**src/hdl/lldc_pkg.sv**
```systemverilog
`timescale 1ns / 1ps
package lldc_pkg;

    localparam int MAX_SHIFT_LIMIT_DEF = 16;
    localparam int COUNT_BITS_DEF      = 16;
    localparam int QUEUE_DEPTH         = 4;

    localparam int SHIFT_W = 5;
    localparam int TOTAL_W = 6;
    localparam int BITS_W  = 6;
    localparam int IDX_W   = 2;
    localparam int DATA_W  = 31;

    localparam logic [IDX_W-1:0] CFG_BASE_SHIFT = 2'd0;
    localparam logic [IDX_W-1:0] CFG_HALF_PI    = 2'd1;
    localparam logic [IDX_W-1:0] CFG_ONE        = 2'd2;

    localparam logic KIND_DELTA  = 1'b0;
    localparam logic KIND_HEADER = 1'b1;

    localparam logic [29:0] HALF_PI_RESET = 30'd536870912;
    localparam logic [30:0] ONE_RESET     = 31'd1073741824;

    typedef struct packed {
        logic [4:0]  base_shift;
        logic [29:0] half_pi;
        logic [30:0] one;
    } t_cfg;

    typedef struct packed {
        logic signed [31:0] rx;
        logic signed [31:0] ry;
        logic               fin;
        logic               first;
    } t_point;

    function automatic logic [31:0] clear_low(input logic signed [31:0] z,
                                              input logic [4:0] s);
        logic [32:0] mag;
        logic [32:0] rnd;
        logic [32:0] sum;
        logic [32:0] res;
        if (s == 5'd0) begin
            return z;
        end
        mag = z[31] ? (33'd0 - {z[31], z}) : {1'b0, z};
        rnd = 33'd1 << (s - 5'd1);
        sum = (mag + rnd) & (~33'd0 << s);
        res = z[31] ? (33'd0 - sum) : sum;
        return res[31:0];
    endfunction

endpackage

```
**src/hdl/lldc_front.sv**
```systemverilog
`timescale 1ns / 1ps
module lldc_front (
    input  logic                i_clk,
    input  logic                i_rst_n,
    input  lldc_pkg::t_cfg      i_cfg,
    input  logic                i_valid,
    output logic                o_ready,
    input  logic signed [31:0]  i_lon,
    input  logic signed [31:0]  i_lat,
    input  logic                i_last_point,
    output logic                o_push,
    output lldc_pkg::t_point    o_point,
    input  logic                i_full
);
    import lldc_pkg::*;

    localparam logic [2:0] F_IDLE = 3'd0;
    localparam logic [2:0] F_CLS  = 3'd1;
    localparam logic [2:0] F_DIV  = 3'd2;
    localparam logic [2:0] F_FIX  = 3'd3;
    localparam logic [2:0] F_PUSH = 3'd4;

    logic [2:0]         r_state, n_state;
    logic               r_started;
    logic signed [31:0] r_prev_lon;
    logic signed [31:0] r_lon;
    logic signed [31:0] r_lat;
    logic               r_fin;
    logic               r_first;
    logic [31:0]        r_div;
    logic [31:0]        r_rem;
    logic [4:0]         r_cnt;
    logic               r_neg;

    logic signed [33:0] pi34, two_pi34, lon34, t34, u34, d34, unwrap34, fix34;
    logic [31:0]        two_pi32;
    logic [32:0]        rem_sh, rem_sub;
    logic               rem_ge, h_nz;

    always_comb begin
        h_nz     = (i_cfg.half_pi != 30'd0);
        pi34     = $signed({3'b000, i_cfg.half_pi, 1'b0});
        two_pi34 = $signed({2'b00, i_cfg.half_pi, 2'b00});
        two_pi32 = {i_cfg.half_pi, 2'b00};
        lon34    = {{2{r_lon[31]}}, r_lon};
        t34      = lon34 - pi34 - 34'sd1;
        u34      = ~lon34 - pi34;
        d34      = lon34 - {{2{r_prev_lon[31]}}, r_prev_lon};
        if (h_nz && d34 > pi34) begin
            unwrap34 = lon34 - two_pi34;
        end else if (h_nz && d34 < -pi34) begin
            unwrap34 = lon34 + two_pi34;
        end else begin
            unwrap34 = lon34;
        end
        rem_sh  = {r_rem, r_div[31]};
        rem_ge  = rem_sh >= {1'b0, two_pi32};
        rem_sub = rem_sh - {1'b0, two_pi32};
        if (r_neg) begin
            fix34 = pi34 - 34'sd1 - $signed({2'b00, r_rem});
        end else begin
            fix34 = $signed({2'b00, r_rem}) + 34'sd1 - pi34;
        end
    end

    assign o_ready       = (r_state == F_IDLE);
    assign o_push        = (r_state == F_PUSH) && !i_full;
    assign o_point.rx    = clear_low(r_lon, i_cfg.base_shift);
    assign o_point.ry    = clear_low(r_lat, i_cfg.base_shift);
    assign o_point.fin   = r_fin;
    assign o_point.first = r_first;

    always_comb begin
        n_state = r_state;
        case (r_state)
            F_IDLE: if (i_valid) n_state = F_CLS;
            F_CLS: begin
                if (r_first && h_nz && (lon34 > pi34 || lon34 < -pi34)) begin
                    n_state = F_DIV;
                end else begin
                    n_state = F_PUSH;
                end
            end
            F_DIV:  if (r_cnt == 5'd31) n_state = F_FIX;
            F_FIX:  n_state = F_PUSH;
            F_PUSH: if (!i_full) n_state = F_IDLE;
            default: n_state = F_IDLE;
        endcase
    end

    always_ff @(posedge i_clk) begin
        if (!i_rst_n) begin
            r_state   <= F_IDLE;
            r_started <= 1'b0;
        end else begin
            r_state <= n_state;
            case (r_state)
                F_CLS: begin
                    if (n_state == F_PUSH) begin
                        r_started <= !r_fin;
                    end
                end
                F_FIX: r_started <= !r_fin;
                default: ;
            endcase
        end
    end

    always_ff @(posedge i_clk) begin
        case (r_state)
            F_IDLE: begin
                if (i_valid) begin
                    r_lon   <= i_lon;
                    r_lat   <= i_lat;
                    r_fin   <= i_last_point;
                    r_first <= !r_started;
                end
            end
            F_CLS: begin
                r_rem <= 32'd0;
                r_cnt <= 5'd0;
                if (r_first && h_nz && lon34 > pi34) begin
                    r_div <= t34[31:0];
                    r_neg <= 1'b0;
                end else if (r_first && h_nz && lon34 < -pi34) begin
                    r_div <= u34[31:0];
                    r_neg <= 1'b1;
                end else if (r_first) begin
                    r_prev_lon <= r_lon;
                end else begin
                    r_lon      <= unwrap34[31:0];
                    r_prev_lon <= unwrap34[31:0];
                end
            end
            F_DIV: begin
                r_rem <= rem_ge ? rem_sub[31:0] : rem_sh[31:0];
                r_div <= {r_div[30:0], 1'b0};
                r_cnt <= r_cnt + 5'd1;
            end
            F_FIX: begin
                r_lon      <= fix34[31:0];
                r_prev_lon <= fix34[31:0];
            end
            default: ;
        endcase
    end

endmodule

```
**src/hdl/lldc_queue.sv**
```systemverilog
`timescale 1ns / 1ps
module lldc_queue #(
    parameter int DEPTH = lldc_pkg::QUEUE_DEPTH
) (
    input  logic             i_clk,
    input  logic             i_rst_n,
    input  logic             i_push,
    input  lldc_pkg::t_point i_data,
    output logic             o_full,
    input  logic             i_pop,
    output lldc_pkg::t_point o_data,
    output logic             o_empty
);
    import lldc_pkg::*;

    localparam int PTR_W = $clog2(DEPTH);
    localparam int CNT_W = $clog2(DEPTH + 1);

    t_point           r_mem [DEPTH];
    logic [PTR_W-1:0] r_wr_ptr, r_rd_ptr;
    logic [CNT_W-1:0] r_count;

    assign o_full  = (r_count == CNT_W'(DEPTH));
    assign o_empty = (r_count == '0);
    assign o_data  = r_mem[r_rd_ptr];

    always_ff @(posedge i_clk) begin
        if (!i_rst_n) begin
            r_wr_ptr <= '0;
            r_rd_ptr <= '0;
            r_count  <= '0;
        end else begin
            if (i_push) r_wr_ptr <= r_wr_ptr + PTR_W'(1);
            if (i_pop)  r_rd_ptr <= r_rd_ptr + PTR_W'(1);
            if (i_push && !i_pop) begin
                r_count <= r_count + CNT_W'(1);
            end else if (i_pop && !i_push) begin
                r_count <= r_count - CNT_W'(1);
            end
        end
    end

    always_ff @(posedge i_clk) begin
        if (i_push) r_mem[r_wr_ptr] <= i_data;
    end

endmodule

```
**src/hdl/lldc_back.sv**
```systemverilog
`timescale 1ns / 1ps
module lldc_back #(
    parameter int MAX_SHIFT_LIMIT = lldc_pkg::MAX_SHIFT_LIMIT_DEF,
    parameter int COUNT_BITS      = lldc_pkg::COUNT_BITS_DEF
) (
    input  logic                i_clk,
    input  logic                i_rst_n,
    input  lldc_pkg::t_cfg      i_cfg,
    input  lldc_pkg::t_point    i_point,
    input  logic                i_empty,
    output logic                o_pop,
    output logic                o_valid,
    input  logic                i_ready,
    output logic                o_kind,
    output logic signed [32:0]  o_dx,
    output logic signed [32:0]  o_dy,
    output logic signed [31:0]  o_lon_min,
    output logic signed [31:0]  o_lon_max,
    output logic signed [31:0]  o_lat_min,
    output logic signed [31:0]  o_lat_max,
    output logic [7:0]          o_control_word,
    output logic [15:0]         o_point_count,
    output logic [31:0]         o_location,
    output logic                o_last
);
    import lldc_pkg::*;

    localparam logic [SHIFT_W-1:0] MAX_SH = MAX_SHIFT_LIMIT[SHIFT_W-1:0];

    localparam logic [2:0] B_LOAD  = 3'd0;
    localparam logic [2:0] B_SEC   = 3'd1;
    localparam logic [2:0] B_CALC  = 3'd2;
    localparam logic [2:0] B_UPD   = 3'd3;
    localparam logic [2:0] B_DELTA = 3'd4;
    localparam logic [2:0] B_HDR   = 3'd5;

    function automatic logic [47:0] round_shift(input logic [47:0] v,
                                                input logic [TOTAL_W-1:0] s);
        logic [48:0] mag;
        logic [48:0] t;
        logic [48:0] res;
        if (s == '0) begin
            return v;
        end
        mag = v[47] ? (49'd0 - {v[47], v}) : {1'b0, v};
        t   = mag >> (s - TOTAL_W'(1));
        res = (t + 49'd1) >> 1;
        return v[47] ? (48'd0 - res[47:0]) : res[47:0];
    endfunction

    function automatic logic [BITS_W-1:0] sbits(input logic [32:0] v);
        logic [32:0]       u;
        logic [BITS_W-1:0] n;
        u = v[32] ? ~v : v;
        n = '0;
        for (int i = 0; i < 33; i++) begin
            if (u[i]) n = BITS_W'(i + 1);
        end
        return n + BITS_W'(1);
    endfunction

    logic [2:0]             r_state;
    t_point                 r_pt;
    logic [29:0]            r_d;
    logic [30:0]            r_num;
    logic [SHIFT_W-1:0]     r_sh;
    logic signed [32:0]     r_x1;
    logic [47:0]            r_x0;
    logic signed [32:0]     r_dx;
    logic signed [32:0]     r_dy;
    logic signed [TOTAL_W-1:0] r_ns;
    logic [47:0]            r_prev_scaled;
    logic signed [31:0]     r_prev_lat;
    logic [SHIFT_W-1:0]     r_prev_s;
    logic signed [31:0]     r_base_lon, r_base_lat;
    logic signed [31:0]     r_lon_low, r_lon_high, r_lat_low, r_lat_high;
    logic [BITS_W-1:0]      r_max_bits;
    logic [COUNT_BITS-1:0]  r_count;
    logic [31:0]            r_loc;

    logic [31:0]            abs_ry;
    logic signed [32:0]     d33;
    logic [32:0]            neg_d;
    logic signed [TOTAL_W-1:0] ns;
    logic [SHIFT_W-1:0]     s_use;
    logic [TOTAL_W-1:0]     total;
    logic [SHIFT_W-1:0]     ns_left;
    logic signed [32:0]     diff_lat;
    logic [47:0]            x1_rs;
    logic [47:0]            x1_48;
    logic [47:0]            dx48;
    logic [BITS_W-1:0]      bx, by, bmax;
    logic [2:0]             len_m1, len;
    logic [31:0]            loc_add;
    logic                   out_free;

    always_comb begin
        abs_ry   = i_point.ry[31] ? (32'd0 - i_point.ry) : i_point.ry;
        d33      = $signed({3'b000, i_cfg.half_pi}) - $signed({1'b0, abs_ry});
        neg_d    = 33'd0 - d33;
        ns       = $signed({1'b0, r_sh}) - $signed({1'b0, r_prev_s});
        s_use    = (!r_pt.first && ns > 0) ? r_prev_s : r_sh;
        total    = TOTAL_W'(i_cfg.base_shift) + TOTAL_W'(s_use);
        ns_left  = SHIFT_W'(-ns);
        diff_lat = {r_pt.ry[31], r_pt.ry} - {r_prev_lat[31], r_prev_lat};
        x1_rs    = round_shift({{16{r_pt.rx[31]}}, r_pt.rx}, total);
        x1_48    = {{15{r_x1[32]}}, r_x1};
        dx48     = x1_48 - r_x0;
        bx       = sbits(dx48[32:0]);
        by       = sbits(r_dy);
        bmax     = (by > bx) ? by : bx;
        len_m1   = (r_max_bits == '0) ? 3'd0 : 3'((r_max_bits - BITS_W'(1)) >> 3);
        len      = len_m1 + 3'd1;
        loc_add  = (32'(r_count) * 32'(len)) << 1;
        out_free = !o_valid || i_ready;
    end

    assign o_pop = (r_state == B_LOAD) && !i_empty;

    always_ff @(posedge i_clk) begin
        if (!i_rst_n) begin
            r_state <= B_LOAD;
            o_valid <= 1'b0;
        end else begin
            if ((r_state == B_DELTA || r_state == B_HDR) && out_free) begin
                o_valid <= 1'b1;
            end else if (i_ready) begin
                o_valid <= 1'b0;
            end
            case (r_state)
                B_LOAD: begin
                    if (!i_empty) begin
                        r_state <= (d33 > 0) ? B_SEC : B_CALC;
                    end
                end
                B_SEC: begin
                    if (!(r_sh < MAX_SH && {1'b0, r_d} <= r_num)) r_state <= B_CALC;
                end
                B_CALC: r_state <= B_UPD;
                B_UPD: begin
                    if (!r_pt.first) begin
                        r_state <= B_DELTA;
                    end else if (r_pt.fin) begin
                        r_state <= B_HDR;
                    end else begin
                        r_state <= B_LOAD;
                    end
                end
                B_DELTA: begin
                    if (out_free) begin
                        r_state <= r_pt.fin ? B_HDR : B_LOAD;
                    end
                end
                B_HDR: begin
                    if (out_free) begin
                        r_state <= B_LOAD;
                    end
                end
                default: r_state <= B_LOAD;
            endcase
        end
    end

    always_ff @(posedge i_clk) begin
        if (!i_rst_n) begin
            r_prev_scaled <= '0;
            r_prev_lat    <= '0;
            r_prev_s      <= '0;
            r_base_lon    <= '0;
            r_base_lat    <= '0;
            r_lon_low     <= '0;
            r_lon_high    <= '0;
            r_lat_low     <= '0;
            r_lat_high    <= '0;
            r_max_bits    <= '0;
            r_count       <= '0;
            r_loc         <= '0;
        end else begin
            case (r_state)
                B_UPD: begin
                    r_prev_lat <= r_pt.ry;
                    r_prev_s   <= r_sh;
                    if (r_pt.first) begin
                        r_base_lon    <= r_pt.rx;
                        r_base_lat    <= r_pt.ry;
                        r_lon_low     <= r_pt.rx;
                        r_lon_high    <= r_pt.rx;
                        r_lat_low     <= r_pt.ry;
                        r_lat_high    <= r_pt.ry;
                        r_prev_scaled <= x1_48;
                    end else begin
                        if (r_pt.rx < r_lon_low)  r_lon_low  <= r_pt.rx;
                        if (r_pt.rx > r_lon_high) r_lon_high <= r_pt.rx;
                        if (r_pt.ry < r_lat_low)  r_lat_low  <= r_pt.ry;
                        if (r_pt.ry > r_lat_high) r_lat_high <= r_pt.ry;
                        r_prev_scaled <= (r_ns > 0) ?
                            round_shift(x1_48, TOTAL_W'(r_ns)) : x1_48;
                        if (bmax > r_max_bits) r_max_bits <= bmax;
                        if (r_count != '1) r_count <= r_count + COUNT_BITS'(1);
                    end
                end
                B_HDR: begin
                    if (out_free) begin
                        r_loc         <= r_loc + loc_add;
                        r_prev_scaled <= '0;
                        r_prev_lat    <= '0;
                        r_prev_s      <= '0;
                        r_base_lon    <= '0;
                        r_base_lat    <= '0;
                        r_lon_low     <= '0;
                        r_lon_high    <= '0;
                        r_lat_low     <= '0;
                        r_lat_high    <= '0;
                        r_max_bits    <= '0;
                        r_count       <= '0;
                    end
                end
                default: ;
            endcase
        end
    end

    always_ff @(posedge i_clk) begin
        case (r_state)
            B_LOAD: begin
                if (!i_empty) begin
                    r_pt  <= i_point;
                    r_d   <= d33[29:0];
                    r_num <= i_cfg.one >> 1;
                    if (d33 == 0) begin
                        r_sh <= MAX_SH;
                    end else if (d33 < 0) begin
                        r_sh <= ({2'b00, i_cfg.one} >= neg_d) ? MAX_SH : '0;
                    end else begin
                        r_sh <= '0;
                    end
                end
            end
            B_SEC: begin
                if (r_sh < MAX_SH && {1'b0, r_d} <= r_num) begin
                    r_sh  <= r_sh + SHIFT_W'(1);
                    r_num <= r_num >> 1;
                end
            end
            B_CALC: begin
                r_x1 <= x1_rs[32:0];
                r_x0 <= (ns < 0) ? (r_prev_scaled << ns_left) : r_prev_scaled;
                r_ns <= ns;
                r_dy <= diff_lat >>> i_cfg.base_shift;
            end
            B_UPD: r_dx <= dx48[32:0];
            B_DELTA: begin
                if (out_free) begin
                    o_kind         <= KIND_DELTA;
                    o_dx           <= r_dx;
                    o_dy           <= r_dy;
                    o_lon_min      <= '0;
                    o_lon_max      <= '0;
                    o_lat_min      <= '0;
                    o_lat_max      <= '0;
                    o_control_word <= '0;
                    o_point_count  <= '0;
                    o_location     <= '0;
                    o_last         <= !r_pt.fin;
                end
            end
            B_HDR: begin
                if (out_free) begin
                    o_kind         <= KIND_HEADER;
                    o_dx           <= {r_base_lon[31], r_base_lon};
                    o_dy           <= {r_base_lat[31], r_base_lat};
                    o_lon_min      <= r_lon_low;
                    o_lon_max      <= r_lon_high;
                    o_lat_min      <= r_lat_low;
                    o_lat_max      <= r_lat_high;
                    o_control_word <= {len_m1, i_cfg.base_shift};
                    o_point_count  <= 16'(r_count);
                    o_location     <= r_loc;
                    o_last         <= 1'b1;
                end
            end
            default: ;
        endcase
    end

endmodule

```
**src/hdl/lonlat_delta_compressor_core.sv**
```systemverilog
`timescale 1ns / 1ps
// Polyline point delta compressor. The front end classifies each point and pushes
// it into the queue; on the first point of a polyline whose longitude needs wrapping
// it first runs a remainder divider (one remainder bit per cycle) and a fix-up step.
// The back end loads, calculates and updates each point, with a secant shift search
// (one compare per cycle) when the latitude lies inside the poles, then sends delta
// and header beats, which output stalls can hold; a 4-entry queue between the two
// halves lets each stall on its own.
module lonlat_delta_compressor_core #(
    parameter int MAX_SHIFT_LIMIT = lldc_pkg::MAX_SHIFT_LIMIT_DEF,
    parameter int COUNT_BITS      = lldc_pkg::COUNT_BITS_DEF
) (
    input  logic                          i_clk,
    input  logic                          i_rst_n,
    input  logic                          i_cfg_wr_en,
    input  logic [lldc_pkg::IDX_W-1:0]    i_cfg_idx,
    input  logic [lldc_pkg::DATA_W-1:0]   i_cfg_wr_data,
    input  logic                          i_valid,
    output logic                          o_ready,
    input  logic signed [31:0]            i_lon,
    input  logic signed [31:0]            i_lat,
    input  logic                          i_last_point,
    output logic                          o_valid,
    input  logic                          i_ready,
    output logic                          o_kind,
    output logic signed [32:0]            o_dx,
    output logic signed [32:0]            o_dy,
    output logic signed [31:0]            o_lon_min,
    output logic signed [31:0]            o_lon_max,
    output logic signed [31:0]            o_lat_min,
    output logic signed [31:0]            o_lat_max,
    output logic [7:0]                    o_control_word,
    output logic [15:0]                   o_point_count,
    output logic [31:0]                   o_location,
    output logic                          o_last
);
    import lldc_pkg::*;

    t_cfg   r_cfg;
    t_point front_point, queue_point;
    logic   push, full, pop, empty;

    always_ff @(posedge i_clk) begin
        if (!i_rst_n) begin
            r_cfg.base_shift <= '0;
            r_cfg.half_pi    <= HALF_PI_RESET;
            r_cfg.one        <= ONE_RESET;
        end else if (i_cfg_wr_en) begin
            case (i_cfg_idx)
                CFG_BASE_SHIFT: r_cfg.base_shift <= i_cfg_wr_data[4:0];
                CFG_HALF_PI:    r_cfg.half_pi    <= i_cfg_wr_data[29:0];
                CFG_ONE:        r_cfg.one        <= i_cfg_wr_data[30:0];
                default: ;
            endcase
        end
    end

    lldc_front u_front (
        .i_clk        (i_clk),
        .i_rst_n      (i_rst_n),
        .i_cfg        (r_cfg),
        .i_valid      (i_valid),
        .o_ready      (o_ready),
        .i_lon        (i_lon),
        .i_lat        (i_lat),
        .i_last_point (i_last_point),
        .o_push       (push),
        .o_point      (front_point),
        .i_full       (full)
    );

    lldc_queue #(
        .DEPTH (QUEUE_DEPTH)
    ) u_queue (
        .i_clk   (i_clk),
        .i_rst_n (i_rst_n),
        .i_push  (push),
        .i_data  (front_point),
        .o_full  (full),
        .i_pop   (pop),
        .o_data  (queue_point),
        .o_empty (empty)
    );

    lldc_back #(
        .MAX_SHIFT_LIMIT (MAX_SHIFT_LIMIT),
        .COUNT_BITS      (COUNT_BITS)
    ) u_back (
        .i_clk          (i_clk),
        .i_rst_n        (i_rst_n),
        .i_cfg          (r_cfg),
        .i_point        (queue_point),
        .i_empty        (empty),
        .o_pop          (pop),
        .o_valid        (o_valid),
        .i_ready        (i_ready),
        .o_kind         (o_kind),
        .o_dx           (o_dx),
        .o_dy           (o_dy),
        .o_lon_min      (o_lon_min),
        .o_lon_max      (o_lon_max),
        .o_lat_min      (o_lat_min),
        .o_lat_max      (o_lat_max),
        .o_control_word (o_control_word),
        .o_point_count  (o_point_count),
        .o_location     (o_location),
        .o_last         (o_last)
    );

`ifndef SYNTHESIS
    a_header_is_last: assert property (@(posedge i_clk) disable iff (!i_rst_n)
        o_valid && o_kind == KIND_HEADER |-> o_last)
        else $error("header beat without last");

    a_delta_no_summary: assert property (@(posedge i_clk) disable iff (!i_rst_n)
        o_valid && o_kind == KIND_DELTA |-> o_point_count == 16'd0 && o_location == 32'd0)
        else $error("delta beat carries summary fields");

    a_no_push_when_full: assert property (@(posedge i_clk) disable iff (!i_rst_n)
        push |-> !full)
        else $error("queue overrun");
`endif

endmodule
```
**config.mk**
```make
export PLATFORM = sky130hd
export DESIGN_NAME = lonlat_delta_compressor_core
export DESIGN_NICKNAME = d
export VERILOG_FILES = /design/src/hdl/lldc_pkg.sv /design/src/hdl/lldc_front.sv /design/src/hdl/lldc_queue.sv /design/src/hdl/lldc_back.sv /design/src/hdl/lonlat_delta_compressor_core.sv
export SDC_FILE = /design/constraint.sdc
export NUM_CORES = 2
export LEC_CHECK = 0
export BUFFER_PORTS_ARGS = -buffer_cell sky130_fd_sc_hd__buf_2
export CORE_UTILIZATION = 38
export DETAILED_ROUTE_END_ITERATION = 10
export PLACE_DENSITY_LB_ADDON = 0.3
export SYNTH_ARGS = -nofsm -noshare
export SYNTH_HDL_FRONTEND = slang
export SYNTH_HIERARCHICAL = 1
export SYNTH_SLANG_ARGS = --single-unit
```
**constraint.sdc**
```tcl
create_clock -name i_clk -period 13.5 [get_ports i_clk]
set_input_delay 1.35 -clock i_clk [delete_from_list [all_inputs] [get_ports i_clk]]
set_output_delay 1.35 -clock i_clk [all_outputs]
set_load 0.02 [all_outputs]
```
== Word level (Yosys, flattened, before mapping) ==
Memory sizes are Yosys's and may differ from the RTL's. A register that Yosys moved wholly into a read port is not among the register bits.
Cells that the tools add are included.
Widths: inputs -> output; s select.

* Bits in registers: 1102
* Bits in writable memories: 264
* Input port bits: 103
* Output and inout port bits: 254
* Logic and storage cells: 434
* Memories kept: 1

* Add/sub/neg operators: 47
* $mul: 1
* Magnitude comparators: 19
* Eq/ne operators: 33
* Shift operators: 6
* Multiplexer cells: 201
* Bitwise gates (word level): 6
* Reductions and logical operators: 66

{| class="wikitable"
|+ Memories
! memory !! words !! bits a word !! read ports !! clocked after Yosys merged registers in !! write ports !! RTL line !! source
|-
| u_queue.r_mem || 4 || 66 || 1 || 1 || 1 || lldc_queue.sv:19 || <nowiki>t_point r_mem [DEPTH];</nowiki>
|}

{| class="wikitable"
|+ Operators with widths
! kind !! number
|-
| $mux 32 || 35
|-
| $pmux 32 s2 || 15
|-
| $mux 33 || 10
|-
| $mux 48 || 6
|-
| $mux 5 || 39
|-
| $sub 32x32->32 || 6
|-
| $sub 1x32->32 const A || 5
|-
| $pmux 33 s2 || 2
|-
| $mux 49 || 2
|-
| $add 32x32->32 || 3
|-
| $gt 32x32->1 || 3
|-
| $pmux 32 s3 || 1
|-
| $pmux 48 s2 || 1
|-
| $not 33->33 || 2
|-
| $sub 1x33->33 const A || 2
|-
| $sub 32x32->33 || 2
|-
| $and 32x32->32 || 2
|-
| $lt 32x32->1 || 2
|-
| $mux 16 || 4
|-
| $mux 4 || 16
|-
| $pmux 16 s2 || 2
|-
| $mux 3 || 21
|-
| $mux 31 || 2
|-
| $pmux 31 s2 || 1
|-
| 78 further kinds || 195
|}

== Longest topological paths before layout ==
* Depth after elaboration: 43
* Mapped depth: 42
* Gate-level depth less buffers: 41

== Cells and area by module ==
Netlist, hierarchy kept.

{| class="wikitable"
|+ Modules (own cells, without submodules)
! module !! times used !! cells each !! area each (sq um) !! sequential area each (sq um)
|-
| lldc_back || 1 || 7133 || 61682.9 || 22001.1
|-
| lldc_front || 1 || 4042 || 30937.2 || 5124.9
|-
| lldc_queue || 1 || 387 || 9963.3 || 8107.8
|-
| lonlat_delta_compressor_core || 1 || 254 || 2522.4 || 1321.3
|}

== Worst setup path after synthesis ==
OpenSTA, ideal clock, no wires.

* Path kind: input to register
* Start point: in i_ready
* End point: reg u_back.o_control_word[0], enable pin
* Library setup time: 0.868 ns
* Arrival time: 11.832 ns
* Data required time: 12.632 ns
* Path slack: 0.799 ns
* Stages on the path: 2
* Path buffers: 0
* Cells stage by stage: nor2b_1 nor2_1

* Cells in the longest elaborated chain, start to end: 3
* Elaborated cells between the ends (all ways): 4
* Classes of those cells: eq/ne: 2; reduce/logical: 2

{| class="wikitable"
|+ Ends and longest elaborated chain
! what !! RTL line !! source
|-
| from (decl) || lonlat_delta_compressor_core.sv:24 || <nowiki>input logic i_ready,</nowiki>
|-
| $logic_or 1x1->1 * || lldc_back.sv:115 || <nowiki>out_free = !o_valid || i_ready;</nowiki>
|-
| $ne 2x1->1 (no source line) || -- ||
|-
| $reduce_and 3->1 (no source line) * || -- ||
|-
| to (signal assigned) || lldc_back.sv:276 || <nowiki>o_control_word <= {len_m1, i_cfg.base_shift};</nowiki>
|-
| to (decl) || lldc_back.sv:21 || <nowiki>output logic [7:0] o_control_word,</nowiki>
|}

Mark *: on every way between the ends. The rest lies on a longest branch, timed or not.
A chain may end at the register's enable or synchronous reset.

== Worst setup path after layout ==
* Start point: reg u_back.r_sh[2]
* End point: reg u_back.r_x1[23], data pin

* Cells in the longest elaborated chain, start to end: 11
* Elaborated cells between the ends (all ways): 13
* Classes of those cells: add/sub: 5; order compare: 1; shift: 1; mux: 4; reduce/logical: 2

{| class="wikitable"
|+ Ends and longest elaborated chain
! what !! RTL line !! source
|-
| from (decl) || lldc_back.sv:66 || <nowiki>logic [SHIFT_W-1:0] r_sh;</nowiki>
|-
| from (signal assigned) || lldc_back.sv:233 || <nowiki>r_sh <= ({2'b00, i_cfg.one} >= neg_d) ? MAX_SH : '0;</nowiki>
|-
| from (signal assigned) || lldc_back.sv:241 || <nowiki>r_sh <= r_sh + SHIFT_W'(1);</nowiki>
|-
| $sub 5x5->6 || lldc_back.sv:101 || <nowiki>ns = $signed({1'b0, r_sh}) - $signed({1'b0, r_prev_s});</nowiki>
|-
| $gt 6x1->1 || lldc_back.sv:102 || <nowiki>s_use = (!r_pt.first && ns > 0) ? r_prev_s : r_sh;</nowiki>
|-
| $logic_and 1x1->1 || lldc_back.sv:102 ||
|-
| $mux 5 * || lldc_back.sv:102 ||
|-
| $add 5x5->6 * || lldc_back.sv:103 || <nowiki>total = TOTAL_W'(i_cfg.base_shift) + TOTAL_W'(s_use);</nowiki>
|-
| $sub 6x1->6 || lldc_back.sv:46 || <nowiki>t = mag >> (s - TOTAL_W'(1));</nowiki>
|-
| $shr 49x6->34 || lldc_back.sv:46 ||
|-
| $add 34x1->34 || lldc_back.sv:47 || <nowiki>res = (t + 49'd1) >> 1;</nowiki>
|-
| $sub 1x33->33 || lldc_back.sv:48 || <nowiki>return v[47] ? (48'd0 - res[47:0]) : res[47:0];</nowiki>
|-
| $mux 33 || lldc_back.sv:48 ||
|-
| $mux 33 * || lldc_back.sv:45 || <nowiki>mag = v[47] ? (49'd0 - {v[47], v}) : {1'b0, v};</nowiki>
|-
| via u_back.x1_rs[23] || lldc_back.sv:89 || <nowiki>logic [47:0] x1_rs;</nowiki>
|-
| to (signal assigned) || lldc_back.sv:246 || <nowiki>r_x1 <= x1_rs[32:0];</nowiki>
|-
| to (decl) || lldc_back.sv:67 || <nowiki>logic signed [32:0] r_x1;</nowiki>
|}

The timed path passes the listed nets; every way through them passes the cells marked *.

==> impl_metrics.yaml <==
logic_synthesis:
  yosys.area_share.simple_pct: 19.5
  ys_warn_count: 6
  synth_edf_count: 952
  synth_compound_area_share_pct: 19.2
  ys_seq_area_share_pct: 34.8
  yosysTopAreaCell: "edfxtp_1"
  synth_most_common_cell: "nand2_1"
  syn-instance-count: 11816
  synth-main-ff-cell: "edfxtp_1"
  synthXorXnorAreaFrac_pct: 5.46
  synth_top_family_by_area: "simple AND/OR/NAND/NOR gates"
  synth_commonest_cells: "nand2_1 (1291), nor2_1 (959), edfxtp_1 (952)"
  ys_seq_elements: 1350
  ys_types: 125
  synthTopCellsByArea: "edfxtp_1 (27%), ha_1 (9.2%), dfxtp_1 (7.6%)"
  syn-num-nets: 12748
  syn-cell-area_um2: 105000
  yosysTopAreaCellShare_pct: 27.2
  yosys-mux-area-fraction_pct: 5.89
  synth.avg_cell_area_um2: 8.90
  async_flop_share_pct: 0
  synth_fa_ha_area_share_pct: 10.3
run:
  drv_cap: 0
floorplan:
  coreArea_um2: 274000
  dieArea_um2: 279000
  die_h_um: 528
  die_w_um: 528
  start_util_pct: 38.3
  row_count: 192
  io-pin-count: 357
placed_design:
  gp_congestion: 0.987
  io_buffers: 355
  dp_hpwl_um: 293000
  post-place-ws_ns: 3.37
worst_hold_path:
  min_path_cells: 2
  hold_path_startpoint: "u_back/r_lat_low[4]"
  hold_path_class: "register to register"
  worstHoldEndpoint: "u_back/r_lat_low[4]"
clock_tree:
  clock-sinks: 1350
  cts_tree: "done"
  cts_resized: 0
  cts_max_level: 4
  clkLatencyLatePin_ns: 0.86
  clockBufferDepth: 4
  cts_root_buf: "clkbuf_16"
  clk_pin_slew_ns: 0.06
  post_cts_buffers: 0
  cts-hold-fix-buffers: 0
  cts_buffers: 163
drt:
  antenna_left: 0
  top_layer: "met5"
  met2RoutedLength_um: 175000
  firstDrtPassIters: 10
  drt-initial-drc-count: 9646
  dr_wl_met3_um: 27500
  routed_wirelength_um: 387000
  num_vias: 92548
  vias_per_cell: 5.86
  routedWlPerCell_um: 24.5
  drc: 0
  wl_met1_um: 160000
worst_setup_path:
  cp-end-kind: "register"
  cpPeakStageDelay_ns: 0.65
  worst_r2r_startpoint: "u_back/r_sh[2]"
  critical_path_depth: 35
  r2r-end: "u_back/r_x1[23]"
  cp_top_family: "compound AO/OA/AOI/OAI gates"
  ff2ff_setup_slack_ns: 3.15
  startpoint_type: "register"
  crit_fanout: 62
  cp.required_ns: 14.05
  crit_buf_inv: 8
  cp.arrival_ns: 10.91
  crit_top_cell: "buf_4"
  worst_path_max_delay_cell: "a2111oi_2"
  r2r_cells: 35
  critical_path_class: "register to register"
sta:
  tightest_slew_ns: 1.21
  min_period_ns: 10.35
  slew_viol_final: 0
  fmax_mhz: 96.6
  setup-violations-final: 0
  fin_ws_ns: 3.15
  setup_tns_ns: 0
  min_period_over_period_pct: 76.7
  final.setup_skew_ns: 0.0510
  maxSlewHeadroom_pct: 18.2
  hold_viol_final: 0
  rsz0062_at_grt: "false"
power_and_ir_drop:
  leakagePower_nw: 45.0
  pwr-share-clk_pct: 16.1
  cellPowerDensity_nw_per_um2: 240
  comb_power_share_pct: 62.0
  power_frac_seq_pct: 21.9
  p_int_w: 0.0140
  p_switching_w: 0.0139
  vdd_drop_max_mv: 0.277
  p_sw_share_pct: 49.9
cells_and_area:
  regArea_um2: 36600
  multi_input_comb_area_um2: 63600
  fin_nets: 12890
  area_growth_syn_to_layout_pct: 10.8
  utilization_pct: 42.5
  fillerInstances: 27344
  drive_above_1_share_pct: 10.2
grt:
  grt_pass1_vias: 86551
  overflow: 0
  grt_pass1_wl_um: 564000
  antenna_found_initial: 16
  grt_start_max_net_pins: 106
  grtUsageTotal_pct: 26.7
outcome:
  status: "completed"
==> cells in the final DEF (no fill, tap or decap), types with 135 or more instances in the layout <==
cell type / n
nand2_1: 1287
edfxtp_1: 952
nor2_1: 951
ha_1: 770
inv_1: 695
o21ai_0: 647
a21oi_1: 616
xnor2_1: 415
dfxtp_1: 390
mux2i_1: 375
buf_2: 354
nor2b_1: 299
nand3_1: 285
nor3_1: 249
buf_4: 241
xor2_1: 225
a21o_1: 180
and2_1: 171
clkbuf_16: 168
o31ai_1: 148
o211ai_1: 139
nand2b_1: 139
and3_1: 139
nand4_1: 135
==> cell type report <==
cell class	count	share of cell area, %
antenna	4	0.00859
sequential	1350	31.4
inverter	702	2.27
tap	3686	3.96
multi-input combinational	9145	54.6
clock inverter	84	0.814
timing repair buffer	596	3.09
clock buffer	214	3.84
==> worst register-to-register path: cells and delay by family, from the launching register on <==
kind / cells / cell delay, ns
simple gates: 9 / 2.35
buf+inv: 8 / 2.28
fa+ha+maj: 4 / 1.32
flops: 1 / 0.48
compound gates: 13 / 3.45
xor+xnor: 1 / 0.17
==> worst max path at each step <==
stage,startpoint,to,slack (ns)
6_report,u_back/r_sh[2],u_back/r_x1[23],3.15
5_1_grt,u_back/r_sh[2],u_back/r_x1[30],2.48
4_1_cts,u_back/r_sh[2],u_back/r_x1[30],3.35
3_5_place_dp,u_back/r_sh[2],u_back/r_x1[23],3.37
3_3_place_gp,u_back/r_sh[2],u_back/r_x1[23],3.32
2_1_floorplan,i_ready,u_back/o_control_word[0],0.80
==> layer usage <==
metal	up-vias	track usage [%]
met5	-	0
met4	4	14.9
met3	786	3.92
met2	3705	43.1
met1	44444	34.2
li1	43609	-
==> kinds of logic (layout without fill, tap and decap cells) <==
| group | after synthesis | after routing |
|---|---|---|
| AO/OA/AOI/OAI | 2987 | 2987 |
| flip-flops | 1350 | 1350 |
| adder cells (fa/ha/maj) | 829 | 829 |
| multiplexers | 501 | 501 |
| AND/OR/NAND/NOR | 4176 | 4176 |
| buffers and inverters | 1321 | 1596 |
| XOR/XNOR | 651 | 651 |
| other | 1 | 5 |
==> power by group through the flow <==
stage	logic, W	clock network, W	registers (W)
floorplan	0.0117	0	0.00626
global placement	0.0169	0	0.00618
detailed placement	0.0169	0	0.00619
CTS	0.0170	0.00459	0.00611
global route	0.0187	0.00474	0.00617
finish	0.0173	0.00450	0.00612
==> sequential cells by signal (all words and copies together), names as in the netlist, 33 cells and up, named ones only <==
name / cells
r_cfg: 66
u_back/o_dx: 33
u_back/o_dy: 33
u_back/r_dx: 33
u_back/r_dy: 33
u_back/r_prev_scaled: 33
u_back/r_pt: 66
u_back/r_x0: 33
u_back/r_x1: 33
u_queue/r_mem: 264
==> through the flow <==
step | power [W] | hold WS [ns] | std cells | area, µm²
after floorplan | 0.0180 | 0.432 | 11816 | 105000
after global placement | 0.0231 | 0.442 | 15479 | 111000
after detailed placement | 0.0231 | 0.452 | 15479 | 111000
after CTS | 0.0277 | 0.461 | 15777 | 116000
after global routing | 0.0296 | 0.478 | 15779 | 116000
final | 0.0279 | 0.460 | 15781 | 116000
(Power assumes the default switching activity.)
